<file path="config.mk">
export PLATFORM = sky130hd
export DESIGN_NAME = hill_cipher_block_core
export DESIGN_NICKNAME = d
export VERILOG_FILES = /design/src/rtl/core/hcb_pkg.sv /design/src/rtl/core/hill_cipher_block_core.sv /design/src/rtl/core/hcb_mulmod.sv /design/src/rtl/core/hcb_dp.sv /design/src/rtl/core/hcb_ctrl.sv
export SDC_FILE = /design/constraint.sdc
export NUM_CORES = 1
export LEC_CHECK = 0
export BUFFER_PORTS_ARGS = -buffer_cell sky130_fd_sc_hd__clkbuf_2
export CORE_UTILIZATION = 60
export DETAILED_ROUTE_END_ITERATION = 12
export PLACE_DENSITY = 0.77
export SYNTH_ARGS = -nofsm -noshare
export SYNTH_HDL_FRONTEND = slang
export SYNTH_SLANG_ARGS = --single-unit
</file>
<file path="constraint.sdc">
create_clock -name i_clk -period 16.8 [get_ports i_clk]
set_input_delay 4.2 -clock i_clk [delete_from_list [all_inputs] [get_ports i_clk]]
set_output_delay 4.2 -clock i_clk [all_outputs]
set_load 0.05 [all_outputs]
</file>
<file path="src/rtl/core/hcb_pkg.sv">
// Shared types and constants of the Hill cipher block core.
// Used by the top level, the controller and the datapath; depends on nothing else.
package hcb_pkg;

    localparam int KDIM            = 4;
    localparam int KEY_FIELD_BITS  = 6;
    localparam int KEY_BITS        = 24;
    localparam int ALPH_CFG_BITS   = 7;
    localparam int BSIZE_CFG_BITS  = 3;
    localparam int OUT_LETTER_BITS = 6;
    localparam int OUT_DATA_BITS   = 8;
    localparam int CFG_IDX_BITS    = 3;
    localparam int NPERM           = 24;
    localparam int RED_IDX_BITS    = 5;

    // Register indexes of the configuration port.
    localparam logic [CFG_IDX_BITS-1:0] CFG_BLOCK_SIZE    = 3'd0;
    localparam logic [CFG_IDX_BITS-1:0] CFG_ALPHABET_SIZE = 3'd1;
    localparam logic [CFG_IDX_BITS-1:0] CFG_DECRYPT_MODE  = 3'd2;
    localparam logic [CFG_IDX_BITS-1:0] CFG_KEY_ROW_ZERO  = 3'd3;
    localparam logic [CFG_IDX_BITS-1:0] CFG_KEY_ROW_ONE   = 3'd4;
    localparam logic [CFG_IDX_BITS-1:0] CFG_KEY_ROW_TWO   = 3'd5;
    localparam logic [CFG_IDX_BITS-1:0] CFG_KEY_ROW_THREE = 3'd6;

    localparam logic [BSIZE_CFG_BITS-1:0] RST_BLOCK_SIZE    = 3'd2;
    localparam logic [ALPH_CFG_BITS-1:0]  RST_ALPHABET_SIZE = 7'd30;

    // The reduction pass walks the letter slots first, then the sixteen key entries.
    localparam logic [RED_IDX_BITS-1:0] RED_KEY_BASE = 5'd4;
    localparam logic [RED_IDX_BITS-1:0] RED_LAST_IDX = 5'd19;
    localparam logic [RED_IDX_BITS-1:0] PERM_LAST    = 5'd23;

    // All permutations of four columns, column for row r in bits 2r+1..2r.
    localparam logic [7:0] PERM_TAB [0:NPERM-1] = '{
        {2'd3, 2'd2, 2'd1, 2'd0}, {2'd2, 2'd3, 2'd1, 2'd0}, {2'd3, 2'd1, 2'd2, 2'd0},
        {2'd1, 2'd3, 2'd2, 2'd0}, {2'd2, 2'd1, 2'd3, 2'd0}, {2'd1, 2'd2, 2'd3, 2'd0},
        {2'd3, 2'd2, 2'd0, 2'd1}, {2'd2, 2'd3, 2'd0, 2'd1}, {2'd3, 2'd0, 2'd2, 2'd1},
        {2'd0, 2'd3, 2'd2, 2'd1}, {2'd2, 2'd0, 2'd3, 2'd1}, {2'd0, 2'd2, 2'd3, 2'd1},
        {2'd3, 2'd1, 2'd0, 2'd2}, {2'd1, 2'd3, 2'd0, 2'd2}, {2'd3, 2'd0, 2'd1, 2'd2},
        {2'd0, 2'd3, 2'd1, 2'd2}, {2'd1, 2'd0, 2'd3, 2'd2}, {2'd0, 2'd1, 2'd3, 2'd2},
        {2'd2, 2'd1, 2'd0, 2'd3}, {2'd1, 2'd2, 2'd0, 2'd3}, {2'd2, 2'd0, 2'd1, 2'd3},
        {2'd0, 2'd2, 2'd1, 2'd3}, {2'd1, 2'd0, 2'd2, 2'd3}, {2'd0, 2'd1, 2'd2, 2'd3}
    };
    // Bit p is set when permutation p is odd.
    localparam logic [NPERM-1:0] PERM_ODD = 24'b011001_100110_011001_100110;

    typedef enum logic [3:0] {
        S_IDLE, S_RED, S_ENC, S_EOUT, S_DPERM, S_DMUL, S_DACC,
        S_DFIN, S_INV, S_DOUT, S_DEMIT, S_SEMIT
    } t_state;

    typedef enum logic [1:0] {A_ONE, A_T, A_KEY, A_DINV} t_asel;
    typedef enum logic [1:0] {B_RAW, B_MAT, B_VEC, B_ACC} t_bsel;
    typedef enum logic [1:0] {ACC_HOLD, ACC_CLR, ACC_ADD_MM, ACC_ADD_T} t_accop;
    typedef enum logic [1:0] {T_HOLD, T_MAT, T_MM} t_top;
    typedef enum logic [1:0] {O_ACC, O_T, O_ZERO} t_osel;

    typedef struct packed {
        logic                    in_take;
        logic                    mm_start;
        t_asel                   a_sel;
        t_bsel                   b_sel;
        logic [1:0]              row;
        logic [1:0]              col;
        logic                    rep_en;
        logic [1:0]              rep;
        logic [RED_IDX_BITS-1:0] red_idx;
        logic                    red_wr;
        t_accop                  acc_op;
        logic                    acc_sub;
        t_top                    t_op;
        logic                    inv_clr;
        logic                    inv_step;
        logic                    out_load;
        t_osel                   out_sel;
        logic                    out_last;
        logic                    out_sing;
    } t_cmd;

    typedef struct packed {
        logic       blk_done;
        logic [2:0] n;
        logic       decrypt;
        logic       mm_busy;
        logic       mm_done;
        logic       inv_hit;
        logic       inv_end;
        logic       out_free;
    } t_status;

endpackage

</file>
<file path="src/rtl/core/hill_cipher_block_core.sv">
// Hill cipher block core: takes one letter per transaction, and after n letters emits
// n letters, the last with tlast. All products run through one bit-serial modular
// multiplier. A letter that does not complete a block is taken without leaving the idle
// state. A completed block first reduces the letters and sixteen key entries (20
// products), then encrypts with n*n products, or decrypts by Cramer's rule: n+1
// determinants mod m over all permutations (up to 24 terms of n-1 products each), a
// search for the inverse of the determinant over the candidates up to m-1, and n final
// products.
// Depends on hcb_pkg, hcb_ctrl and hcb_dp.
module hill_cipher_block_core #(
    parameter int MAX_DIM     = 4,
    parameter int LETTER_BITS = 6
) (
    input  logic                                  i_clk,
    input  logic                                  i_rst_n,
    input  logic                                  i_s_tvalid,
    output logic                                  o_s_tready,
    input  logic [((LETTER_BITS+7)/8)*8-1:0]      i_s_tdata,  // letter
    output logic                                  o_m_tvalid,
    input  logic                                  i_m_tready,
    output logic [hcb_pkg::OUT_DATA_BITS-1:0]     o_m_tdata,  // cipher_letter
    output logic                                  o_m_tlast,
    output logic                                  o_m_tuser,  // key_singular
    input  logic                                  i_cfg_valid,
    output logic                                  o_cfg_ready,
    input  logic [hcb_pkg::CFG_IDX_BITS-1:0]      i_cfg_index,
    input  logic [hcb_pkg::KEY_BITS-1:0]          i_cfg_wdata
);
    hcb_pkg::t_cmd    w_cmd;
    hcb_pkg::t_status w_st;

    assign o_cfg_ready = 1'b1;

    hcb_ctrl u_ctrl (
        .i_clk      (i_clk),
        .i_rst_n    (i_rst_n),
        .i_st       (w_st),
        .i_in_valid (i_s_tvalid),
        .o_in_ready (o_s_tready),
        .o_cmd      (w_cmd)
    );

    hcb_dp #(
        .MAX_DIM     (MAX_DIM),
        .LETTER_BITS (LETTER_BITS)
    ) u_dp (
        .i_clk       (i_clk),
        .i_rst_n     (i_rst_n),
        .i_cmd       (w_cmd),
        .o_st        (w_st),
        .i_letter    (i_s_tdata[LETTER_BITS-1:0]),
        .i_cfg_valid (i_cfg_valid),
        .i_cfg_index (i_cfg_index),
        .i_cfg_wdata (i_cfg_wdata),
        .i_m_tready  (i_m_tready),
        .o_m_tvalid  (o_m_tvalid),
        .o_m_tdata   (o_m_tdata),
        .o_m_tlast   (o_m_tlast),
        .o_m_tuser   (o_m_tuser)
    );

endmodule

</file>
<file path="src/rtl/core/hcb_mulmod.sv">
// Bit-serial modular multiplier: a * b mod m, one bit of b per cycle, MSB first.
// Uses nothing from the package; instantiated by the datapath.
module hcb_mulmod #(
    parameter int RW = 6,
    parameter int BW = 6
) (
    input  logic          i_clk,
    input  logic          i_rst_n,
    input  logic          i_start,
    input  logic [RW:0]   i_m,
    input  logic [RW-1:0] i_a,
    input  logic [BW-1:0] i_b,
    output logic          o_busy,
    output logic          o_done,
    output logic [RW-1:0] o_res
);
    localparam int BIW = $clog2(BW);

    logic            r_busy;
    logic [BIW-1:0]  r_bit;
    logic [RW-1:0]   r_acc;
    logic [BW-1:0]   r_b;
    logic [RW:0]     w_dbl, w_dred, w_add, w_sum;

    // Operand a is below m, so both correction steps need one subtract at most.
    always_comb begin
        w_dbl  = {r_acc, 1'b0};
        w_dred = (w_dbl >= i_m) ? w_dbl - i_m : w_dbl;
        w_add  = w_dred + (r_b[r_bit] ? {1'b0, i_a} : '0);
        w_sum  = (w_add >= i_m) ? w_add - i_m : w_add;
    end

    assign o_res  = w_sum[RW-1:0];
    assign o_busy = r_busy;
    assign o_done = r_busy && (r_bit == '0);

    always_ff @(posedge i_clk) begin
        if (!i_rst_n) begin
            r_busy <= 1'b0;
            r_bit  <= '0;
        end else if (!r_busy && i_start) begin
            r_busy <= 1'b1;
            r_bit  <= BIW'(BW - 1);
        end else if (r_busy) begin
            r_bit <= r_bit - 1'b1;
            if (r_bit == '0) begin
                r_busy <= 1'b0;
            end
        end
    end

    always_ff @(posedge i_clk) begin
        if (!r_busy && i_start) begin
            r_acc <= '0;
            r_b   <= i_b;
        end else if (r_busy) begin
            r_acc <= o_res;
        end
    end

endmodule

</file>
<file path="src/rtl/core/hcb_dp.sv">
// Datapath of the Hill cipher core: configuration, letter buffer, reduced matrix,
// accumulator, inverse search and output register. Uses hcb_pkg and hcb_mulmod.
module hcb_dp #(
    parameter int MAX_DIM     = 4,
    parameter int LETTER_BITS = 6
) (
    input  logic                                i_clk,
    input  logic                                i_rst_n,
    input  hcb_pkg::t_cmd                       i_cmd,
    output hcb_pkg::t_status                    o_st,
    input  logic [LETTER_BITS-1:0]              i_letter,
    input  logic                                i_cfg_valid,
    input  logic [hcb_pkg::CFG_IDX_BITS-1:0]    i_cfg_index,
    input  logic [hcb_pkg::KEY_BITS-1:0]        i_cfg_wdata,
    input  logic                                i_m_tready,
    output logic                                o_m_tvalid,
    output logic [hcb_pkg::OUT_DATA_BITS-1:0]   o_m_tdata,
    output logic                                o_m_tlast,
    output logic                                o_m_tuser
);
    localparam int RW  = LETTER_BITS;
    localparam int MW  = RW + 1;
    localparam int BW  = (RW > hcb_pkg::KEY_FIELD_BITS) ? RW : hcb_pkg::KEY_FIELD_BITS;
    localparam int IW  = (MAX_DIM > 1) ? $clog2(MAX_DIM) : 1;
    localparam int XW  = (MW > hcb_pkg::ALPH_CFG_BITS) ? MW : hcb_pkg::ALPH_CFG_BITS;
    localparam int OLB = hcb_pkg::OUT_LETTER_BITS;
    localparam int KD  = hcb_pkg::KDIM;

    logic [hcb_pkg::BSIZE_CFG_BITS-1:0] r_bsize;
    logic [hcb_pkg::ALPH_CFG_BITS-1:0]  r_alph;
    logic                               r_decrypt;
    logic [hcb_pkg::KEY_BITS-1:0]       r_key [KD];

    logic [RW-1:0] r_pend [MAX_DIM];
    logic [IW-1:0] r_count;
    logic [RW-1:0] r_kr [KD][KD];
    logic [RW-1:0] r_vr [KD];
    logic [RW-1:0] r_acc, r_t, r_inv_t, r_prod;
    logic          r_ov;
    logic [OLB-1:0] r_od;
    logic          r_ol, r_ou;

    logic [2:0]    w_n, w_cnt_p1;
    logic [XW-1:0] w_alph, w_mmax, w_msat;
    logic [MW-1:0] w_m;
    logic [3:0]    w_kidx;
    logic [BW-1:0] w_raw, w_b;
    logic [RW-1:0] w_mat, w_a, w_mm_res, w_x, w_oval;
    logic [MW-1:0] w_addend, w_s, w_pnext;
    logic          w_mm_busy, w_mm_done, w_out_free;
    logic [RW+OLB-1:0] w_owide;

    // Saturated block size and modulus.
    always_comb begin
        if (r_bsize < 3'd2) begin
            w_n = 3'd2;
        end else if (r_bsize > 3'(MAX_DIM)) begin
            w_n = 3'(MAX_DIM);
        end else begin
            w_n = r_bsize;
        end
        w_alph = XW'(r_alph);
        w_mmax = XW'(1) << RW;
        if (w_alph < XW'(2)) begin
            w_msat = XW'(2);
        end else if (w_alph > w_mmax) begin
            w_msat = w_mmax;
        end else begin
            w_msat = w_alph;
        end
        w_m = MW'(w_msat);
    end

    assign w_cnt_p1 = 3'(r_count) + 3'd1;

    // Raw operand for the reduction pass: a buffered letter or a key field.
    always_comb begin
        w_kidx = 4'(i_cmd.red_idx - hcb_pkg::RED_KEY_BASE);
        if (i_cmd.red_idx < hcb_pkg::RED_KEY_BASE) begin
            if (i_cmd.red_idx < 5'(MAX_DIM)) begin
                w_raw = BW'(r_pend[i_cmd.red_idx[IW-1:0]]);
            end else begin
                w_raw = '0;
            end
        end else begin
            w_raw = BW'(r_key[w_kidx[3:2]][w_kidx[1:0] * hcb_pkg::KEY_FIELD_BITS +:
                                            hcb_pkg::KEY_FIELD_BITS]);
        end
    end

    // Matrix entry, with one column swapped for the letter vector when solving by Cramer's rule.
    assign w_mat = (i_cmd.rep_en && (i_cmd.col == i_cmd.rep)) ? r_vr[i_cmd.row]
                                                               : r_kr[i_cmd.row][i_cmd.col];

    always_comb begin
        case (i_cmd.a_sel)
            hcb_pkg::A_ONE:  w_a = RW'(1);
            hcb_pkg::A_T:    w_a = r_t;
            hcb_pkg::A_KEY:  w_a = r_kr[i_cmd.row][i_cmd.col];
            hcb_pkg::A_DINV: w_a = r_inv_t;
            default:         w_a = RW'(1);
        endcase
        case (i_cmd.b_sel)
            hcb_pkg::B_RAW: w_b = w_raw;
            hcb_pkg::B_MAT: w_b = BW'(w_mat);
            hcb_pkg::B_VEC: w_b = BW'(r_vr[i_cmd.col]);
            hcb_pkg::B_ACC: w_b = BW'(r_acc);
            default:        w_b = w_raw;
        endcase
    end

    hcb_mulmod #(
        .RW (RW),
        .BW (BW)
    ) u_mulmod (
        .i_clk   (i_clk),
        .i_rst_n (i_rst_n),
        .i_start (i_cmd.mm_start),
        .i_m     (w_m),
        .i_a     (w_a),
        .i_b     (w_b),
        .o_busy  (w_mm_busy),
        .o_done  (w_mm_done),
        .o_res   (w_mm_res)
    );

    // Modular add or subtract into the accumulator; subtraction adds m - x.
    always_comb begin
        w_x      = (i_cmd.acc_op == hcb_pkg::ACC_ADD_MM) ? w_mm_res : r_t;
        w_addend = i_cmd.acc_sub ? (w_m - MW'(w_x)) : MW'(w_x);
        w_s      = MW'(r_acc) + w_addend;
        if (w_s >= w_m) begin
            w_s = w_s - w_m;
        end
        w_pnext = MW'(r_prod) + MW'(r_acc);
        if (w_pnext >= w_m) begin
            w_pnext = w_pnext - w_m;
        end
    end

    always_comb begin
        case (i_cmd.out_sel)
            hcb_pkg::O_ACC:  w_oval = r_acc;
            hcb_pkg::O_T:    w_oval = r_t;
            hcb_pkg::O_ZERO: w_oval = '0;
            default:         w_oval = '0;
        endcase
        w_owide = {{OLB{1'b0}}, w_oval};
    end

    assign w_out_free = !r_ov || i_m_tready;

    always_comb begin
        o_st.blk_done = (w_cnt_p1 >= w_n);
        o_st.n        = w_n;
        o_st.decrypt  = r_decrypt;
        o_st.mm_busy  = w_mm_busy;
        o_st.mm_done  = w_mm_done;
        o_st.inv_hit  = (r_prod == RW'(1));
        o_st.inv_end  = (MW'(r_inv_t) == (w_m - MW'(1)));
        o_st.out_free = w_out_free;
    end

    assign o_m_tvalid = r_ov;
    assign o_m_tdata  = hcb_pkg::OUT_DATA_BITS'(r_od);
    assign o_m_tlast  = r_ol;
    assign o_m_tuser  = r_ou;

    // Control state and configuration.
    always_ff @(posedge i_clk) begin
        if (!i_rst_n) begin
            r_bsize   <= hcb_pkg::RST_BLOCK_SIZE;
            r_alph    <= hcb_pkg::RST_ALPHABET_SIZE;
            r_decrypt <= 1'b0;
            for (int i = 0; i < KD; i++) begin
                r_key[i] <= '0;
            end
            r_count <= '0;
            r_ov    <= 1'b0;
        end else begin
            if (i_cfg_valid) begin
                case (i_cfg_index)
                    hcb_pkg::CFG_BLOCK_SIZE:    r_bsize   <= i_cfg_wdata[2:0];
                    hcb_pkg::CFG_ALPHABET_SIZE: r_alph    <= i_cfg_wdata[6:0];
                    hcb_pkg::CFG_DECRYPT_MODE:  r_decrypt <= i_cfg_wdata[0];
                    hcb_pkg::CFG_KEY_ROW_ZERO:  r_key[0]  <= i_cfg_wdata;
                    hcb_pkg::CFG_KEY_ROW_ONE:   r_key[1]  <= i_cfg_wdata;
                    hcb_pkg::CFG_KEY_ROW_TWO:   r_key[2]  <= i_cfg_wdata;
                    hcb_pkg::CFG_KEY_ROW_THREE: r_key[3]  <= i_cfg_wdata;
                    default: ;
                endcase
            end
            if (i_cmd.in_take) begin
                r_count <= o_st.blk_done ? '0 : IW'(w_cnt_p1);
            end
            if (i_cmd.out_load) begin
                r_ov <= 1'b1;
            end else if (i_m_tready) begin
                r_ov <= 1'b0;
            end
        end
    end

    // Payload registers.
    always_ff @(posedge i_clk) begin
        if (i_cmd.in_take) begin
            r_pend[r_count] <= i_letter;
        end
        if (i_cmd.red_wr) begin
            if (i_cmd.red_idx < hcb_pkg::RED_KEY_BASE) begin
                r_vr[i_cmd.red_idx[1:0]] <= w_mm_res;
            end else begin
                r_kr[w_kidx[3:2]][w_kidx[1:0]] <= w_mm_res;
            end
        end
        case (i_cmd.acc_op)
            hcb_pkg::ACC_CLR:    r_acc <= '0;
            hcb_pkg::ACC_ADD_MM: r_acc <= RW'(w_s);
            hcb_pkg::ACC_ADD_T:  r_acc <= RW'(w_s);
            default: ;
        endcase
        case (i_cmd.t_op)
            hcb_pkg::T_MAT: r_t <= w_mat;
            hcb_pkg::T_MM:  r_t <= w_mm_res;
            default: ;
        endcase
        // The search stops on a hit, so r_inv_t then holds the inverse of the determinant.
        if (i_cmd.inv_clr) begin
            r_inv_t <= '0;
            r_prod  <= '0;
        end else if (i_cmd.inv_step) begin
            r_inv_t <= r_inv_t + 1'b1;
            r_prod  <= RW'(w_pnext);
        end
        if (i_cmd.out_load) begin
            r_od <= w_owide[OLB-1:0];
            r_ol <= i_cmd.out_last;
            r_ou <= i_cmd.out_sing;
        end
    end

endmodule

</file>
<file path="src/rtl/core/hcb_ctrl.sv">
// Controller of the Hill cipher core: sequences reduction, products, determinants,
// inverse search and output. Uses hcb_pkg; drives hcb_dp through t_cmd.
module hcb_ctrl (
    input  logic             i_clk,
    input  logic             i_rst_n,
    input  hcb_pkg::t_status i_st,
    input  logic             i_in_valid,
    output logic             o_in_ready,
    output hcb_pkg::t_cmd    o_cmd
);
    hcb_pkg::t_state r_state, n_state;
    logic [hcb_pkg::RED_IDX_BITS-1:0] r_idx, n_idx;
    logic [1:0] r_row, n_row, r_col, n_col, r_rep, n_rep;
    logic       r_rep_en, n_rep_en;

    logic [7:0] w_pword;
    logic [1:0] w_pcol;
    logic       w_pvalid, w_podd, w_plast;
    logic       w_last_row, w_last_col, w_last_rep;

    always_comb begin
        w_pword = hcb_pkg::PERM_TAB[r_idx];
        w_pcol  = w_pword[{r_row, 1'b0} +: 2];
        w_podd  = hcb_pkg::PERM_ODD[r_idx];
        w_plast = (r_idx == hcb_pkg::PERM_LAST);
        // Only permutations that leave rows at and beyond n in place belong to an n by n matrix.
        w_pvalid = 1'b1;
        for (int r = 0; r < hcb_pkg::KDIM; r++) begin
            if ((3'(r) >= i_st.n) && (w_pword[2*r +: 2] != 2'(r))) begin
                w_pvalid = 1'b0;
            end
        end
        w_last_row = ({1'b0, r_row} == (i_st.n - 3'd1));
        w_last_col = ({1'b0, r_col} == (i_st.n - 3'd1));
        w_last_rep = ({1'b0, r_rep} == (i_st.n - 3'd1));
    end

    always_ff @(posedge i_clk) begin
        if (!i_rst_n) begin
            r_state  <= hcb_pkg::S_IDLE;
            r_idx    <= '0;
            r_row    <= '0;
            r_col    <= '0;
            r_rep    <= '0;
            r_rep_en <= 1'b0;
        end else begin
            r_state  <= n_state;
            r_idx    <= n_idx;
            r_row    <= n_row;
            r_col    <= n_col;
            r_rep    <= n_rep;
            r_rep_en <= n_rep_en;
        end
    end

    always_comb begin
        n_state       = r_state;
        n_idx         = r_idx;
        n_row         = r_row;
        n_col         = r_col;
        n_rep         = r_rep;
        n_rep_en      = r_rep_en;
        o_in_ready    = 1'b0;
        o_cmd         = '0;
        o_cmd.row     = r_row;
        o_cmd.col     = r_col;
        o_cmd.rep     = r_rep;
        o_cmd.rep_en  = r_rep_en;
        o_cmd.red_idx = r_idx;
        case (r_state)
            hcb_pkg::S_IDLE: begin
                o_in_ready = 1'b1;
                if (i_in_valid) begin
                    o_cmd.in_take = 1'b1;
                    if (i_st.blk_done) begin
                        n_idx   = '0;
                        n_state = hcb_pkg::S_RED;
                    end
                end
            end
            hcb_pkg::S_RED: begin
                o_cmd.mm_start = !i_st.mm_busy;
                o_cmd.a_sel    = hcb_pkg::A_ONE;
                o_cmd.b_sel    = hcb_pkg::B_RAW;
                if (i_st.mm_done) begin
                    o_cmd.red_wr = 1'b1;
                    if (r_idx == hcb_pkg::RED_LAST_IDX) begin
                        n_idx        = '0;
                        n_row        = '0;
                        n_col        = '0;
                        n_rep_en     = 1'b0;
                        o_cmd.acc_op = hcb_pkg::ACC_CLR;
                        n_state      = i_st.decrypt ? hcb_pkg::S_DPERM : hcb_pkg::S_ENC;
                    end else begin
                        n_idx = r_idx + 1'b1;
                    end
                end
            end
            hcb_pkg::S_ENC: begin
                o_cmd.mm_start = !i_st.mm_busy;
                o_cmd.a_sel    = hcb_pkg::A_KEY;
                o_cmd.b_sel    = hcb_pkg::B_VEC;
                if (i_st.mm_done) begin
                    o_cmd.acc_op = hcb_pkg::ACC_ADD_MM;
                    if (w_last_col) begin
                        n_state = hcb_pkg::S_EOUT;
                    end else begin
                        n_col = r_col + 1'b1;
                    end
                end
            end
            hcb_pkg::S_EOUT: begin
                if (i_st.out_free) begin
                    o_cmd.out_load = 1'b1;
                    o_cmd.out_sel  = hcb_pkg::O_ACC;
                    o_cmd.out_last = w_last_row;
                    o_cmd.acc_op   = hcb_pkg::ACC_CLR;
                    if (w_last_row) begin
                        n_state = hcb_pkg::S_IDLE;
                    end else begin
                        n_row   = r_row + 1'b1;
                        n_col   = '0;
                        n_state = hcb_pkg::S_ENC;
                    end
                end
            end
            hcb_pkg::S_DPERM: begin
                if (w_pvalid) begin
                    o_cmd.t_op = hcb_pkg::T_MAT;
                    o_cmd.row  = 2'd0;
                    o_cmd.col  = w_pword[1:0];
                    n_row      = 2'd1;
                    n_state    = hcb_pkg::S_DMUL;
                end else if (w_plast) begin
                    n_state = hcb_pkg::S_DFIN;
                end else begin
                    n_idx = r_idx + 1'b1;
                end
            end
            hcb_pkg::S_DMUL: begin
                o_cmd.mm_start = !i_st.mm_busy;
                o_cmd.a_sel    = hcb_pkg::A_T;
                o_cmd.b_sel    = hcb_pkg::B_MAT;
                o_cmd.col      = w_pcol;
                if (i_st.mm_done) begin
                    o_cmd.t_op = hcb_pkg::T_MM;
                    if (w_last_row) begin
                        n_state = hcb_pkg::S_DACC;
                    end else begin
                        n_row = r_row + 1'b1;
                    end
                end
            end
            hcb_pkg::S_DACC: begin
                o_cmd.acc_op  = hcb_pkg::ACC_ADD_T;
                o_cmd.acc_sub = w_podd;
                if (w_plast) begin
                    n_state = hcb_pkg::S_DFIN;
                end else begin
                    n_idx   = r_idx + 1'b1;
                    n_state = hcb_pkg::S_DPERM;
                end
            end
            hcb_pkg::S_DFIN: begin
                if (r_rep_en) begin
                    n_state = hcb_pkg::S_DOUT;
                end else begin
                    o_cmd.inv_clr = 1'b1;
                    n_state       = hcb_pkg::S_INV;
                end
            end
            hcb_pkg::S_INV: begin
                if (i_st.inv_hit) begin
                    n_rep_en     = 1'b1;
                    n_rep        = '0;
                    n_idx        = '0;
                    o_cmd.acc_op = hcb_pkg::ACC_CLR;
                    n_state      = hcb_pkg::S_DPERM;
                end else if (i_st.inv_end) begin
                    n_row   = '0;
                    n_state = hcb_pkg::S_SEMIT;
                end else begin
                    o_cmd.inv_step = 1'b1;
                end
            end
            hcb_pkg::S_DOUT: begin
                o_cmd.mm_start = !i_st.mm_busy;
                o_cmd.a_sel    = hcb_pkg::A_DINV;
                o_cmd.b_sel    = hcb_pkg::B_ACC;
                if (i_st.mm_done) begin
                    o_cmd.t_op = hcb_pkg::T_MM;
                    n_state    = hcb_pkg::S_DEMIT;
                end
            end
            hcb_pkg::S_DEMIT: begin
                if (i_st.out_free) begin
                    o_cmd.out_load = 1'b1;
                    o_cmd.out_sel  = hcb_pkg::O_T;
                    o_cmd.out_last = w_last_rep;
                    if (w_last_rep) begin
                        n_state = hcb_pkg::S_IDLE;
                    end else begin
                        n_rep        = r_rep + 1'b1;
                        n_idx        = '0;
                        o_cmd.acc_op = hcb_pkg::ACC_CLR;
                        n_state      = hcb_pkg::S_DPERM;
                    end
                end
            end
            hcb_pkg::S_SEMIT: begin
                if (i_st.out_free) begin
                    o_cmd.out_load = 1'b1;
                    o_cmd.out_sel  = hcb_pkg::O_ZERO;
                    o_cmd.out_last = w_last_row;
                    o_cmd.out_sing = 1'b1;
                    if (w_last_row) begin
                        n_state = hcb_pkg::S_IDLE;
                    end else begin
                        n_row = r_row + 1'b1;
                    end
                end
            end
            default: begin
                n_state = hcb_pkg::S_IDLE;
            end
        endcase
    end

endmodule

</file>
==> impl_metrics.csv <==
group,metric,value,unit
critical_path,crit_path_max_incr_delay,0.79,ns
timing,maxSlewViolCount,0,
clock_tree,cts_buffer_depth,3,
logic_synthesis,synthCells,1561,
finish,drive_above_1_share,0.1388,
clock_tree,post_cts_resized,0,
job,maxCapViolCount,0,
place,gp_congestion,0.9777,
place,io_buffers,47,
logic_synthesis,avgSynthCellArea,11.55,um^2
logic_synthesis,synth_area,18030,um^2
pwr,power_leakage,0.007357,uW
detailed_routing,drc_errors,0,
critical_path,regToRegSetupSlack,5.37,ns
logic_synthesis,synth-main-ff-cell,"edfxtp_1",
pwr,swShare,0.3809,
critical_path,crit_slowest_cell,"dfxtp_1",
pwr,powerDensity,160.2,nW/um^2
place,hpwl,30.15,mm
critical_path,critPathKind,"flip-flop to flip-flop",
timing,slew_headroom,0.2476,
clock_tree,clock-sinks,321,
critical_path,endpoint,"u_dp.r_acc[3]",
floorplanning,dieArea,30750,um^2
clock_tree,htreeDepth,2,
critical_path,rr_worst_depth,43,
status,status,"finished, final reports clean",
logic_synthesis,ys_ff_latch,321,
global_route,grt_pass1_vias,12464,
timing,max_freq,87.51,MHz
critical_path,startpoint_type,"flip-flop",
global_route,grt_usage,0.2898,
logic_synthesis,async_flop_share,0,
detailed_routing,drt-initial-drc-count,1493,
floorplanning,die_height,175.4,um
logic_synthesis,ys_seq_area_frac,0.5040,
detailed_routing,vias_per_cell,6.426,
global_route,grt_max_degree,65,
floorplanning,initial_core_util,0.6085,
logic_synthesis,synthDistinctLibCells,87,
clock_tree,cts_tree,"yes",
pwr,p_seq_frac,0.372,
timing,hold_viol,0,
pwr,combPwrFrac,0.401,
timing,tightest_slew,1.124,ns
finish,stdcell_area,19650,um^2
clock_tree,post_cts_buffers,0,
place,dpl_worst_slack,5.568,ns
pwr,p_clk_frac,0.227,
clock_tree,cts_buffers,35,
finish,antenna_cells,0,
finish,fin_nets,1710,
floorplanning,core-area,29640,um^2
global_route,antenna_found_initial,1,
logic_synthesis,synth_top_area_share,0.4429,
global_route,grt_first_pass_wirelength,68.75,mm
timing,clock_skew,0.01673,ns
critical_path,end_kind,"flip-flop",
floorplanning,fp.dieW,175.4,um
clock_tree,cts_hold_buf,0,
logic_synthesis,synth_edf_count,266,
detailed_routing,wire_per_inst,22.02,um
floorplanning,rows,63,
detailed_routing,ant_nets,0,
timing,post-route-period-util,0.6802,
critical_path,critical_path_peak_fanout,23,
timing,fin_ws,5.373,ns
timing,rsz0062_at_grt,"no",
detailed_routing,drt_wl_total,43.97,mm
detailed_routing,dr_total_vias,12832,
logic_synthesis,synth.top_cells.by_count,"edfxtp_1 (266), nor2_1 (106), and2_1 (104), a21oi_1 (93), nand2_1 (92)",
logic_synthesis,yosysTopAreaCell,"edfxtp_1",
critical_path,crit_start,"u_ctrl.r_idx[0]",
detailed_routing,drt_first_pass_iters,6,
min_path,hold_path.class,"flip-flop to flip-flop",
critical_path,cp_data_required_time,17.05,ns
pwr,ir_drop,0.1296,mV
critical_path,r2r_start,"u_ctrl.r_idx[0]",
clock_tree,cts.reportedPaths.clkPinSlew,0.06,ns
timing,finalSetupTns,0,ns
clock_tree,cts_root_buf,"clkbuf_16",
pwr,power,3148,uW
place,dpl_cell_area,18600,um^2
finish,syn2layout_area_growth,8.950,%
timing,timing.final.crit_period,11.43,ns
critical_path,cp_data_arrival_time,11.67,ns
global_route,gr-total-overflow,0,
logic_synthesis,synth.most_common_cell,"edfxtp_1",
floorplanning,io_pins,53,
timing,setup-violations-final,0,
pwr,power.switching,1199,uW
critical_path,r2r-end,"u_dp.r_acc[3]",
logic_synthesis,synth_area_leaders,"edfxtp_1 (44%), dfxtp_1 (6.1%), ha_1 (5.6%)",
pwr,internal-power,1949,uW
logic_synthesis,yosysWarningCount,0,
clock_tree,clock_latency,0.53,ns
final cells by class:
type / count / area [um^2]
fillers: 2266 / 9991
clock buffers: 47 / 920.9
clock inverters: 15 / 126.4
repair buffers: 67 / 385.4
well taps: 390 / 488.0
multi-input cells: 1103 / 8433
inverters: 54 / 202.7
flip-flops and latches: 321 / 9091
routing by layer:
metal / up-vias / GRT usage / part of all wire
li1: 5919 / - / -
met3: 94 / 0.04784 / 0.085
met2: 559 / 0.4649 / 0.47
met5: - / 0 / 0
met4: 0 / 0.09094 / 0.028
met1: 6260 / 0.4051 / 0.42
cells by family (layout without fill, tap and decap cells):
group | after synthesis | after routing | synth area share
buf+inv | 138 | 183 | 0.03101
compound gates | 348 | 348 | 0.1364
simple gates | 486 | 486 | 0.1397
other cells | 2 | 3 | 0.0004164
xor+xnor | 54 | 54 | 0.02664
mux | 124 | 124 | 0.09748
flops | 321 | 321 | 0.5040
fa+ha+maj | 88 | 88 | 0.06439
stage by stage:
stage / hold slack, ns / utilization / std cells
6_report: 0.4941 / 0.6629 / 1997
5_1_grt: 0.5148 / 0.6629 / 1997
3_3_place_gp: 0.4568 / 0.6276 / 1935
2_1_floorplan: 0.4421 / - / 1562
4_1_cts: 0.4989 / 0.6629 / 1997
3_5_place_dp: 0.4842 / 0.6276 / 1935
flip-flops by register name (all words and copies together) (netlist names), 4 cells and up, named ones only:
signal               count
u_ctrl.r_state           4
u_dp.r_prod              6
u_dp.r_pend             24
u_dp.r_kr               96
u_dp.u_mulmod.r_b        6
u_dp.r_vr               24
u_dp.r_inv_t             6
u_dp.r_key              96
u_dp.r_alph              7
u_dp.r_acc               6
u_dp.u_mulmod.r_acc      6
u_dp.r_od                6
u_dp.r_t                 6
u_ctrl.r_idx             5
layout by cell type, fill, tap and decap left out, types with 8 or more instances in the layout:
master and count:
xnor2_1 33, a31oi_1 8, mux2_2 29, fa_1 8
xor2_1 20, and3_1 30, o22ai_1 9, nand2_1 92
clkbuf_1 12, or3_1 8, nand2b_1 20, o21ai_0 43
o31ai_1 8, a22oi_1 14, a221o_1 8, clkbuf_2 47
edfxtp_1 266, a22o_1 14, a21oi_1 93, dfxtp_1 53
nor2b_1 25, a21o_1 32, nand3_1 27, a211oi_1 11
nand4_1 20, inv_1 49, nor2_1 104, buf_4 20
clkbuf_16 35, and2_1 104, mux4_2 38, nor3_1 27
mux2i_1 52, ha_1 80, o211ai_1 16
critical path: cells and delay by family (launching register included):
kind	cells	cell delay [ns]
AO/OA/AOI/OAI	19	4.75
buffers and inverters	4	0.73
multiplexers	3	0.50
flip-flops	1	0.79
AND/OR/NAND/NOR	9	1.32
adder cells (fa/ha/maj)	8	3.03
worst min-delay path by stage:
stage	end	slack, ns	cells after the start	from
after floorplan	u_dp.r_bsize[1]	0.44	2	u_dp.r_bsize[1]
after global placement	u_dp.r_bsize[1]	0.46	2	u_dp.r_bsize[1]
after detailed placement	u_dp.u_mulmod.r_bit[1]	0.48	2	u_dp.u_mulmod.r_bit[1]
after CTS	u_dp.u_mulmod.r_bit[1]	0.50	2	u_dp.u_mulmod.r_bit[1]
after global routing	u_dp.r_bsize[1]	0.51	2	u_dp.r_bsize[1]
final	u_dp.u_mulmod.r_bit[1]	0.49	2	u_dp.u_mulmod.r_bit[1]
power groups by stage:
stage / Sequential [uW] / Combinational [uW] / Clock (uW)
after floorplan: 1160 / 888 / 0
after global placement: 1180 / 1190 / 0
after detailed placement: 1180 / 1240 / 0
after CTS: 1170 / 1250 / 720
after global routing: 1180 / 1370 / 750
final: 1170 / 1260 / 716
No activity file was read; power rests on OpenSTA's default activity.
